==> config.mk <==
export PLATFORM = sky130hd
export DESIGN_NAME = serial_float_frame_deframer
export DESIGN_NICKNAME = d
export VERILOG_FILES = /design/src/hdl/sfd_pkg.sv /design/src/hdl/sfd_front.sv /design/src/hdl/sfd_queue.sv /design/src/hdl/sfd_back.sv /design/src/hdl/serial_float_frame_deframer.sv
export SDC_FILE = /design/constraint.sdc
export NUM_CORES = 1
export LEC_CHECK = 0
export ABC_AREA = 1
export BUFFER_PORTS_ARGS = -buffer_cell sky130_fd_sc_hd__buf_4
export CAP_MARGIN = 25
export CORE_MARGIN = 8
export CORE_UTILIZATION = 50
export DETAILED_ROUTE_END_ITERATION = 7
export GPL_TIMING_DRIVEN = 0
export PLACE_DENSITY = 0.63
export SLEW_MARGIN = 20
export SYNTH_ARGS = -nofsm -noshare
export SYNTH_HDL_FRONTEND = slang
export SYNTH_SLANG_ARGS = --single-unit
==> constraint.sdc <==
create_clock -name aclk -period 8.6 [get_ports aclk]
set_clock_uncertainty 0.2 [all_clocks]
set_input_delay 1.72 -clock aclk [delete_from_list [all_inputs] [get_ports aclk]]
set_output_delay 1.72 -clock aclk [all_outputs]
set_load 0.005 [all_outputs]
==> src/hdl/sfd_pkg.sv <==
// sfd_pkg: shared types, codes and helpers for the serial float frame deframer
// no dependencies; used by every module of the block

package sfd_pkg;

    // frame delimiters
    localparam logic [7:0] HDR_SYNC  = 8'h55;
    localparam logic [7:0] HDR_ZERO  = 8'h00;
    localparam logic [7:0] TRL_ZERO  = 8'h00;
    localparam logic [7:0] TRL_FRESH = 8'hAA;

    // configuration register indexes
    localparam int unsigned CFG_INDEX_W = 2;
    localparam logic [CFG_INDEX_W-1:0] REG_HIGHEST_ID   = 2'd0;
    localparam logic [CFG_INDEX_W-1:0] REG_WORDS_IN_USE = 2'd1;

    // word slot field of a queued command, wide enough for sixteen words
    localparam int unsigned SLOT_W = 4;

    typedef enum logic [5:0] {
        PH_HUNT  = 6'b000001,
        PH_ZERO  = 6'b000010,
        PH_ID    = 6'b000100,
        PH_COUNT = 6'b001000,
        PH_DATA  = 6'b010000,
        PH_END   = 6'b100000
    } phase_t;

    typedef enum logic [2:0] {
        BK_IDLE  = 3'b001,
        BK_CHECK = 3'b010,
        BK_EMIT  = 3'b100
    } back_state_t;

    // command from the parser to the emitter
    // is_end = 0: store data into lane of pending word slot
    // is_end = 1: close frame, data holds the frame id, fresh commits pending words
    typedef struct packed {
        logic              is_end;
        logic              fresh;
        logic [SLOT_W-1:0] slot;
        logic [1:0]        lane;
        logic [7:0]        data;
    } cmd_t;

    function automatic logic is_normal(input logic [31:0] w);
        return (w[30:23] != 8'h00) && (w[30:23] != 8'hFF);
    endfunction

endpackage

==> src/hdl/sfd_front.sv <==
// sfd_front: byte parser, hunts for frame headers and turns payload and trailer
// bytes into commands for the emitter; depends on sfd_pkg

module sfd_front #(
    parameter int unsigned MAX_WORDS = 11
) (
    input  logic          aclk,
    input  logic          aresetn,
    input  logic          s_valid,
    output logic          s_ready,
    input  logic [7:0]    s_rx_byte,
    input  logic [7:0]    highest_id,
    input  logic [4:0]    words_in_use,
    output logic          q_push,
    output sfd_pkg::cmd_t q_cmd,
    input  logic          q_full
);

    sfd_pkg::phase_t phase_reg, phase_next;
    logic [6:0] count_reg, count_next;
    logic [7:0] id_reg, id_next;
    logic       take;
    logic       in_payload;

    assign s_ready    = !q_full;
    assign take       = s_valid && s_ready;
    assign in_payload = count_reg < {words_in_use, 2'b00};

    always_comb begin
        phase_next = phase_reg;
        count_next = count_reg;
        id_next    = id_reg;
        q_push     = 1'b0;
        q_cmd      = '0;
        q_cmd.slot = count_reg[sfd_pkg::SLOT_W+1:2];
        q_cmd.lane = count_reg[1:0];
        q_cmd.data = s_rx_byte;
        if (take) begin
            case (phase_reg)
                sfd_pkg::PH_HUNT: begin
                    if (s_rx_byte == sfd_pkg::HDR_SYNC) phase_next = sfd_pkg::PH_ZERO;
                end
                sfd_pkg::PH_ZERO: begin
                    phase_next = (s_rx_byte == sfd_pkg::HDR_ZERO) ? sfd_pkg::PH_ID
                                                                  : sfd_pkg::PH_HUNT;
                end
                sfd_pkg::PH_ID: begin
                    if (s_rx_byte <= highest_id) begin
                        id_next    = s_rx_byte;
                        phase_next = sfd_pkg::PH_COUNT;
                    end else begin
                        phase_next = sfd_pkg::PH_HUNT;
                    end
                end
                sfd_pkg::PH_COUNT: begin
                    if (s_rx_byte == {3'b000, words_in_use}) begin
                        phase_next = sfd_pkg::PH_DATA;
                        count_next = '0;
                    end else begin
                        phase_next = sfd_pkg::PH_HUNT;
                    end
                end
                sfd_pkg::PH_DATA: begin
                    if (in_payload) begin
                        // bytes past the last stored word are counted only
                        q_push     = count_reg[6:2] < 5'(MAX_WORDS);
                        count_next = count_reg + 7'd1;
                    end else begin
                        phase_next = (s_rx_byte == sfd_pkg::TRL_ZERO) ? sfd_pkg::PH_END
                                                                      : sfd_pkg::PH_HUNT;
                    end
                end
                sfd_pkg::PH_END: begin
                    q_push       = 1'b1;
                    q_cmd.is_end = 1'b1;
                    q_cmd.fresh  = s_rx_byte == sfd_pkg::TRL_FRESH;
                    q_cmd.data   = id_reg;
                    phase_next   = sfd_pkg::PH_HUNT;
                end
                default: phase_next = sfd_pkg::PH_HUNT;
            endcase
        end
    end

    always_ff @(posedge aclk) begin
        if (!aresetn) begin
            phase_reg <= sfd_pkg::PH_HUNT;
            count_reg <= '0;
            id_reg    <= '0;
        end else begin
            phase_reg <= phase_next;
            count_reg <= count_next;
            id_reg    <= id_next;
        end
    end

endmodule

==> src/hdl/sfd_queue.sv <==
// sfd_queue: short command queue between parser and emitter
// depends on sfd_pkg for the command type

module sfd_queue #(
    parameter int unsigned DEPTH = 4
) (
    input  logic          aclk,
    input  logic          aresetn,
    input  logic          push,
    input  sfd_pkg::cmd_t push_cmd,
    output logic          full,
    input  logic          pop,
    output sfd_pkg::cmd_t pop_cmd,
    output logic          empty
);

    localparam int unsigned PTR_W = (DEPTH > 1) ? $clog2(DEPTH) : 1;
    localparam int unsigned CNT_W = $clog2(DEPTH + 1);

    sfd_pkg::cmd_t    slots_reg [DEPTH];
    logic [PTR_W-1:0] wr_reg, rd_reg;
    logic [CNT_W-1:0] count_reg;

    assign full    = count_reg == CNT_W'(DEPTH);
    assign empty   = count_reg == '0;
    assign pop_cmd = slots_reg[rd_reg];

    always_ff @(posedge aclk) begin
        if (push) slots_reg[wr_reg] <= push_cmd;
    end

    always_ff @(posedge aclk) begin
        if (!aresetn) begin
            wr_reg    <= '0;
            rd_reg    <= '0;
            count_reg <= '0;
        end else begin
            if (push) wr_reg <= (wr_reg == PTR_W'(DEPTH - 1)) ? '0 : wr_reg + PTR_W'(1);
            if (pop)  rd_reg <= (rd_reg == PTR_W'(DEPTH - 1)) ? '0 : rd_reg + PTR_W'(1);
            case ({push, pop})
                2'b10:   count_reg <= count_reg + CNT_W'(1);
                2'b01:   count_reg <= count_reg - CNT_W'(1);
                default: count_reg <= count_reg;
            endcase
        end
    end

    a_no_overflow: assert property (@(posedge aclk) disable iff (!aresetn)
        push |-> !full || pop)
        else $error("queue push while full");

    a_no_underflow: assert property (@(posedge aclk) disable iff (!aresetn)
        pop |-> !empty)
        else $error("queue pop while empty");

endmodule

==> src/hdl/sfd_back.sv <==
// sfd_back: executes parser commands, holds pending and stored words and
// streams the stored frame out through a registered result stage; depends on sfd_pkg

module sfd_back #(
    parameter int unsigned MAX_WORDS = 11
) (
    input  logic          aclk,
    input  logic          aresetn,
    input  logic          q_empty,
    input  sfd_pkg::cmd_t q_cmd,
    output logic          q_pop,
    output logic          m_valid,
    input  logic          m_ready,
    output logic [7:0]    m_frame_id,
    output logic [3:0]    m_word_index,
    output logic [31:0]   m_word_value,
    output logic          m_fresh,
    output logic          m_normal_ok,
    output logic          m_last
);

    localparam int unsigned IDX_W = $clog2(MAX_WORDS);

    sfd_pkg::back_state_t state_reg, state_next;

    logic [31:0]      pending_reg [MAX_WORDS];
    logic [31:0]      stored_reg  [MAX_WORDS];
    logic [IDX_W-1:0] k_reg;
    logic [7:0]       id_reg;
    logic             fresh_reg;
    logic             ok_reg;
    logic             m_valid_reg;
    logic             slot_free;
    logic             emit;
    logic             k_last;
    logic [IDX_W-1:0] wr_slot;

    assign slot_free = !m_valid_reg || m_ready;
    assign q_pop     = (state_reg == sfd_pkg::BK_IDLE) && !q_empty;
    assign emit      = (state_reg == sfd_pkg::BK_EMIT) && slot_free;
    assign k_last    = k_reg == IDX_W'(MAX_WORDS - 1);
    assign wr_slot   = q_cmd.slot[IDX_W-1:0];
    assign m_valid   = m_valid_reg;

    always_comb begin
        state_next = state_reg;
        case (state_reg)
            sfd_pkg::BK_IDLE:  if (q_pop && q_cmd.is_end) state_next = sfd_pkg::BK_CHECK;
            sfd_pkg::BK_CHECK: state_next = sfd_pkg::BK_EMIT;
            sfd_pkg::BK_EMIT:  if (emit && k_last) state_next = sfd_pkg::BK_IDLE;
            default:           state_next = sfd_pkg::BK_IDLE;
        endcase
    end

    // pending words: no reset, every used byte is written before a commit
    always_ff @(posedge aclk) begin
        if (q_pop && !q_cmd.is_end) begin
            pending_reg[wr_slot][{q_cmd.lane, 3'b000} +: 8] <= q_cmd.data;
        end
    end

    always_ff @(posedge aclk) begin
        if (!aresetn) begin
            for (int i = 0; i < MAX_WORDS; i++) stored_reg[i] <= '0;
        end else if (q_pop && q_cmd.is_end && q_cmd.fresh) begin
            for (int i = 0; i < MAX_WORDS; i++) stored_reg[i] <= pending_reg[i];
        end
    end

    always_ff @(posedge aclk) begin
        if (!aresetn) begin
            state_reg   <= sfd_pkg::BK_IDLE;
            m_valid_reg <= 1'b0;
            k_reg       <= '0;
        end else begin
            state_reg <= state_next;
            if (state_reg == sfd_pkg::BK_CHECK) k_reg <= '0;
            else if (emit) k_reg <= k_reg + IDX_W'(1);
            if (emit) m_valid_reg <= 1'b1;
            else if (m_ready) m_valid_reg <= 1'b0;
        end
    end

    always_ff @(posedge aclk) begin
        if (q_pop && q_cmd.is_end) begin
            id_reg    <= q_cmd.data;
            fresh_reg <= q_cmd.fresh;
        end
        if (state_reg == sfd_pkg::BK_CHECK) begin
            ok_reg <= sfd_pkg::is_normal(stored_reg[0]) && sfd_pkg::is_normal(stored_reg[1])
                   && sfd_pkg::is_normal(stored_reg[2]);
        end
        if (emit) begin
            m_frame_id   <= ok_reg ? id_reg : 8'h00;
            m_word_index <= 4'(k_reg);
            m_word_value <= stored_reg[k_reg];
            m_fresh      <= fresh_reg;
            m_normal_ok  <= ok_reg;
            m_last       <= k_last;
        end
    end

    a_check_then_emit: assert property (@(posedge aclk) disable iff (!aresetn)
        state_reg == sfd_pkg::BK_CHECK |=> state_reg == sfd_pkg::BK_EMIT && k_reg == '0)
        else $error("emit did not start after normality check");

    a_no_pop_while_busy: assert property (@(posedge aclk) disable iff (!aresetn)
        q_pop |-> state_reg == sfd_pkg::BK_IDLE)
        else $error("command taken while a frame is streaming");

    a_last_ends_frame: assert property (@(posedge aclk) disable iff (!aresetn)
        emit && k_last |=> state_reg == sfd_pkg::BK_IDLE && m_valid_reg && m_last)
        else $error("frame did not close after its final word");

endmodule

==> src/hdl/serial_float_frame_deframer.sv <==
// serial_float_frame_deframer: top level, configuration registers and the
// parser / queue / emitter chain; depends on sfd_pkg, sfd_front, sfd_queue, sfd_back
// throughput: one byte per cycle while the command queue has room; each payload byte
//   costs the emitter one queue pop, a closing byte a pop, the BK_CHECK state and MAX_WORDS
//   result transfers, one per cycle when m_ready stays high; the closing command passes
//   the queue, BK_IDLE, BK_CHECK and BK_EMIT before the first word is registered out
// reset: synchronous active-low aresetn; parser hunts for 0x55, queue empty,
//   stored words and id zero, registers back to highest_id 3 and words_in_use 11

module serial_float_frame_deframer #(
    parameter int unsigned MAX_WORDS   = 11,
    parameter int unsigned QUEUE_DEPTH = 4
) (
    input  logic                            aclk,
    input  logic                            aresetn,
    input  logic                            s_valid,
    output logic                            s_ready,
    input  logic [7:0]                      s_rx_byte,
    output logic                            m_valid,
    input  logic                            m_ready,
    output logic [7:0]                      m_frame_id,
    output logic [3:0]                      m_word_index,
    output logic [31:0]                     m_word_value,
    output logic                            m_fresh,
    output logic                            m_normal_ok,
    output logic                            m_last,
    input  logic                            cfg_valid,
    output logic                            cfg_ready,
    input  logic [sfd_pkg::CFG_INDEX_W-1:0] cfg_index,
    input  logic [7:0]                      cfg_data
);

    logic [7:0]    highest_id_reg;
    logic [4:0]    words_in_use_reg;
    logic          q_push, q_pop, q_full, q_empty;
    sfd_pkg::cmd_t push_cmd, pop_cmd;

    assign cfg_ready = 1'b1;

    always_ff @(posedge aclk) begin
        if (!aresetn) begin
            highest_id_reg   <= 8'd3;
            words_in_use_reg <= 5'd11;
        end else if (cfg_valid) begin
            case (cfg_index)
                sfd_pkg::REG_HIGHEST_ID:   highest_id_reg   <= cfg_data;
                sfd_pkg::REG_WORDS_IN_USE: words_in_use_reg <= cfg_data[4:0];
                default: ;
            endcase
        end
    end

    sfd_front #(.MAX_WORDS(MAX_WORDS)) u_front (
        .aclk         (aclk),
        .aresetn      (aresetn),
        .s_valid      (s_valid),
        .s_ready      (s_ready),
        .s_rx_byte    (s_rx_byte),
        .highest_id   (highest_id_reg),
        .words_in_use (words_in_use_reg),
        .q_push       (q_push),
        .q_cmd        (push_cmd),
        .q_full       (q_full)
    );

    sfd_queue #(.DEPTH(QUEUE_DEPTH)) u_queue (
        .aclk     (aclk),
        .aresetn  (aresetn),
        .push     (q_push),
        .push_cmd (push_cmd),
        .full     (q_full),
        .pop      (q_pop),
        .pop_cmd  (pop_cmd),
        .empty    (q_empty)
    );

    sfd_back #(.MAX_WORDS(MAX_WORDS)) u_back (
        .aclk         (aclk),
        .aresetn      (aresetn),
        .q_empty      (q_empty),
        .q_cmd        (pop_cmd),
        .q_pop        (q_pop),
        .m_valid      (m_valid),
        .m_ready      (m_ready),
        .m_frame_id   (m_frame_id),
        .m_word_index (m_word_index),
        .m_word_value (m_word_value),
        .m_fresh      (m_fresh),
        .m_normal_ok  (m_normal_ok),
        .m_last       (m_last)
    );

endmodule
==> results.md <==
Routing:
- The total DRC errors in the routed layout is 0.
- In the final routed layout, each cell accounts on average for 22.6 um.
- The pre-antenna-repair detailed-routing pass consisted of 5 iterations.
- The DRC marker count from the first detailed-route iteration is 2478.
- The count of vias placed by the detailed router is 22300.
- The total wire length after detailed routing is 93300 um.
- The post-detailed-route count of antenna-violating nets is 0.
- In the routed layout, each cell is associated on average with a via count of 5.38.

Finish:
- The count of filler cells inserted in the layout is 5753.
- The library cells used most frequently in the layout, excluding fill and tap cells, are 825 x sky130_fd_sc_hd__edfxtp_1, 483 x sky130_fd_sc_hd__inv_1, 306 x sky130_fd_sc_hd__nor2_2.
- The register cell area after layout is 25800 um2.
- For this run, the post-layout net count is 3164.
- The multi-input gate area in the final layout is 7510 um2.
- The number of antenna cells inserted is 0.
- Measured on the finished design, the core utilization comes to 57.4%.
- From synthesis to final layout, the design area changed by 14.1%.
- The share of layout cells above drive strength 1 is 19.7%.
- Leaving out fill and tap cells, the most frequent cell in the layout is sky130_fd_sc_hd__edfxtp_1.

STA:
- Of the available clock period, the critical path in the final layout requires 55.0%.
- The maximum operating frequency is 212 MHz.
- The routed design could run at a clock period as short as 4.73 ns.
- The slew at the pin with the worst max-slew slack is 1.09 ns.
- The final hold violation count was 0.
- Setup violations remaining at the end of the flow were counted as 0.
- The worst-case headroom to the max-slew limit is 26.8%.
- The final sum of negative setup slack is 0 ns.
- The final max-slew violation count is 0.
- Setup repair after global routing left no endpoint under its margin.

Power:
- The worst supply voltage drop on vdd is 0.000189 V.
- The analysis attributes to cell leakage a power of 0.0160 uW.
- The power per standard cell area is 261 nW/um2.

Clocking:
- The number of hold buffers added after CTS is 0.
- The clock-pin slew on the worst setup and hold paths is 0.06 ns.
- The longest clock path from root to sink contains 3 buffers.
- The clock sink count is 876.
- In this run the clock root is driven by a sky130_fd_sc_hd__clkbuf_16.
- The clock tree from TritonCTS is built.
- Post-CTS repair changed the size of 0 cells.
- The number of levels the H-tree was split into is 3.
- The number of buffers inserted during clock tree synthesis is 89.
- The clock network latency to the later pin of the worst-skew pair is 0.63 ns.
- In this run the post-CTS setup repair buffer count came out at 0.

Synth:
- Synthesis produced a netlist with a net count of 2969.
- The share of flip-flops with an asynchronous set or reset is 0%.
- The mean area per synthesized cell is 12.3 um2.
- The share of the Yosys chip area taken by registers is 71.9%.
- The most used flip-flop cell after synthesis is sky130_fd_sc_hd__edfxtp_1.
- The post-synthesis cell type count is 41.
- Synthesis produced a netlist whose cell count is 2920.
- In this run, synthesis produced a sequential element count of 876.
- The number of synthesized flops with an enable pin is 825.
- The total standard cell area after synthesis is 35900 um2.
- The count of yosys warnings during synthesis is 0.

Place:
- The routability-driven placement congestion ratio is 0.871.
- The sum of net half-perimeters after detailed placement is 63500 um.
- The number of port buffers is 70.

Global routing:
- The pin count of the biggest net entering global routing is 57.
- The via count of the first global-routing pass is 22000.
- The busiest metal layer after global routing is met2.
- In the global route stage, met2 resource usage came out at 37.9%.
- For this run, the total global-route usage over all layers was measured as 22.8%.
- The met1 usage is 29.6%.
- The met3 demand-to-capacity share in global routing is 4.47%.
- The initial antenna violation count was 0.
- The remaining global-route overflow is 0.
- The first global-routing pass estimated 138000 um of wire.

Die:
- The starting density of the core is 50.3%.
- The standard-cell row count is 98.
- The core region is 71200 um2.
- The floorplan step set the die width to 284 um.
- The die height is 284 um.
- The area of the die is 80500 um2.
- The count of pins on the block boundary is 73.

Setup path:
- The worst setup path is launched from a flop.
- The critical path data arrival time is 4.88 ns.
- The maximum fanout along the worst path is 10.
- The worst setup path is captured at a flop.
- Data on the critical path is required at its endpoint by 8.76 ns.
- The class of the most critical setup path is reg2reg.

Run status:
- The flow ran to the end, and the final reports show no timing, DRC or antenna violations.

Hold path:
- The worst hold-check path type is reg2reg.

Flow run:
- The tool flagged a number of max-cap violations equal to 0.
[synthesized netlist by cell type, types with 20 or more instances]
cell,instances,share of area [%]
sky130_fd_sc_hd__nor2_2,292,5.1
sky130_fd_sc_hd__edfxtp_1,825,69
sky130_fd_sc_hd__nand2_1,287,3.0
sky130_fd_sc_hd__o22ai_1,29,0.51
sky130_fd_sc_hd__o21ai_0,190,2.7
sky130_fd_sc_hd__a21oi_1,76,1.1
sky130_fd_sc_hd__nand4_1,20,0.35
sky130_fd_sc_hd__nand3_1,86,1.2
sky130_fd_sc_hd__buf_6,28,0.88
sky130_fd_sc_hd__inv_1,483,5.1
sky130_fd_sc_hd__ha_1,25,0.87
sky130_fd_sc_hd__o211ai_1,46,0.96
sky130_fd_sc_hd__nor2_1,266,2.8
sky130_fd_sc_hd__buf_2,22,0.31
sky130_fd_sc_hd__nor3_1,23,0.32
sky130_fd_sc_hd__clkbuf_1,69,0.72
sky130_fd_sc_hd__o221ai_1,20,0.49
sky130_fd_sc_hd__dfxtp_1,51,2.8
[metrics by stage]
stage / power (uW) / hold slack, ns / setup WS, ns / instances / instance area [um2]
2_1_floorplan: 6460 / 0.200 / 1.54 / 2920 / 35900
3_3_place_gp: 6940 / 0.246 / -0.810 / 3940 / 37600
3_5_place_dp: 6990 / 0.239 / 3.74 / 3970 / 38100
4_1_cts: 10700 / 0.265 / 3.72 / 4130 / 40900
5_1_grt: 11100 / 0.283 / 3.58 / 4134 / 40900
6_report: 10700 / 0.262 / 3.87 / 4134 / 40900
[report_power, final]
part / total (uW) / switching (uW) / internal (uW)
clock: 3740 / 1580 / 2150
sequential: 5740 / 221 / 5520
combinational: 1200 / 893 / 307
total: 10700 / 2700 / 7980
[kinds of logic after synthesis]
| kind of cell | Yosys count | synth area share, % |
|---|---|---|
| other cells | 1 | 0.0105 |
| fa+ha+maj | 26 | 0.928 |
| compound gates | 391 | 6.23 |
| buf+inv | 622 | 7.39 |
| xor+xnor | 6 | 0.147 |
| flops | 876 | 71.9 |
| simple gates | 998 | 13.4 |
[worst max-delay path, stage by stage (launching register included)]
cell,delay (ns)
sky130_fd_sc_hd__dfxtp_1,0.32
sky130_fd_sc_hd__inv_1,0.08
sky130_fd_sc_hd__clkbuf_1,0.38
sky130_fd_sc_hd__buf_1,0.46
sky130_fd_sc_hd__a21oi_1,0.08
sky130_fd_sc_hd__a32oi_1,0.46
sky130_fd_sc_hd__inv_1,0.16
sky130_fd_sc_hd__ha_1,0.31
sky130_fd_sc_hd__clkbuf_1,0.52
sky130_fd_sc_hd__clkinv_1,0.60
sky130_fd_sc_hd__nand3_1,0.45
sky130_fd_sc_hd__nor2_1,0.18
sky130_fd_sc_hd__buf_4,0.22
[path summary, 6_finish.rpt]
check,start,to,slack (ns),depth (start not counted)
max reg2reg,flop,u_back.pending_reg[0][6]$_DFFE_PP_,3.87,12
min,highest_id_reg[3]$_SDFFE_PN0P_,highest_id_reg[3]$_SDFFE_PN0P_,0.26,2
max,flop,u_back.pending_reg[0][6]$_DFFE_PP_,3.87,12
min reg2reg,highest_id_reg[3]$_SDFFE_PN0P_,highest_id_reg[3]$_SDFFE_PN0P_,0.26,2
[final cells by class]
type	instances	area share, %
flip-flops and latches	876	63.0
multi-input cells	1422	18.4
clock buffers	109	5.86
inverters	487	4.47
well taps	950	2.90
repair buffers	104	2.38
plain buffers	135	2.01
clock inverters	51	0.994
[routing by layer]
layer  wire [um]  part of all wire (%)
met1       37300                    40
met2       44900                    48
met3        7610                   8.2
met4        3510                   3.8
met5           0                     0
Power figures use the tool's default switching activity.
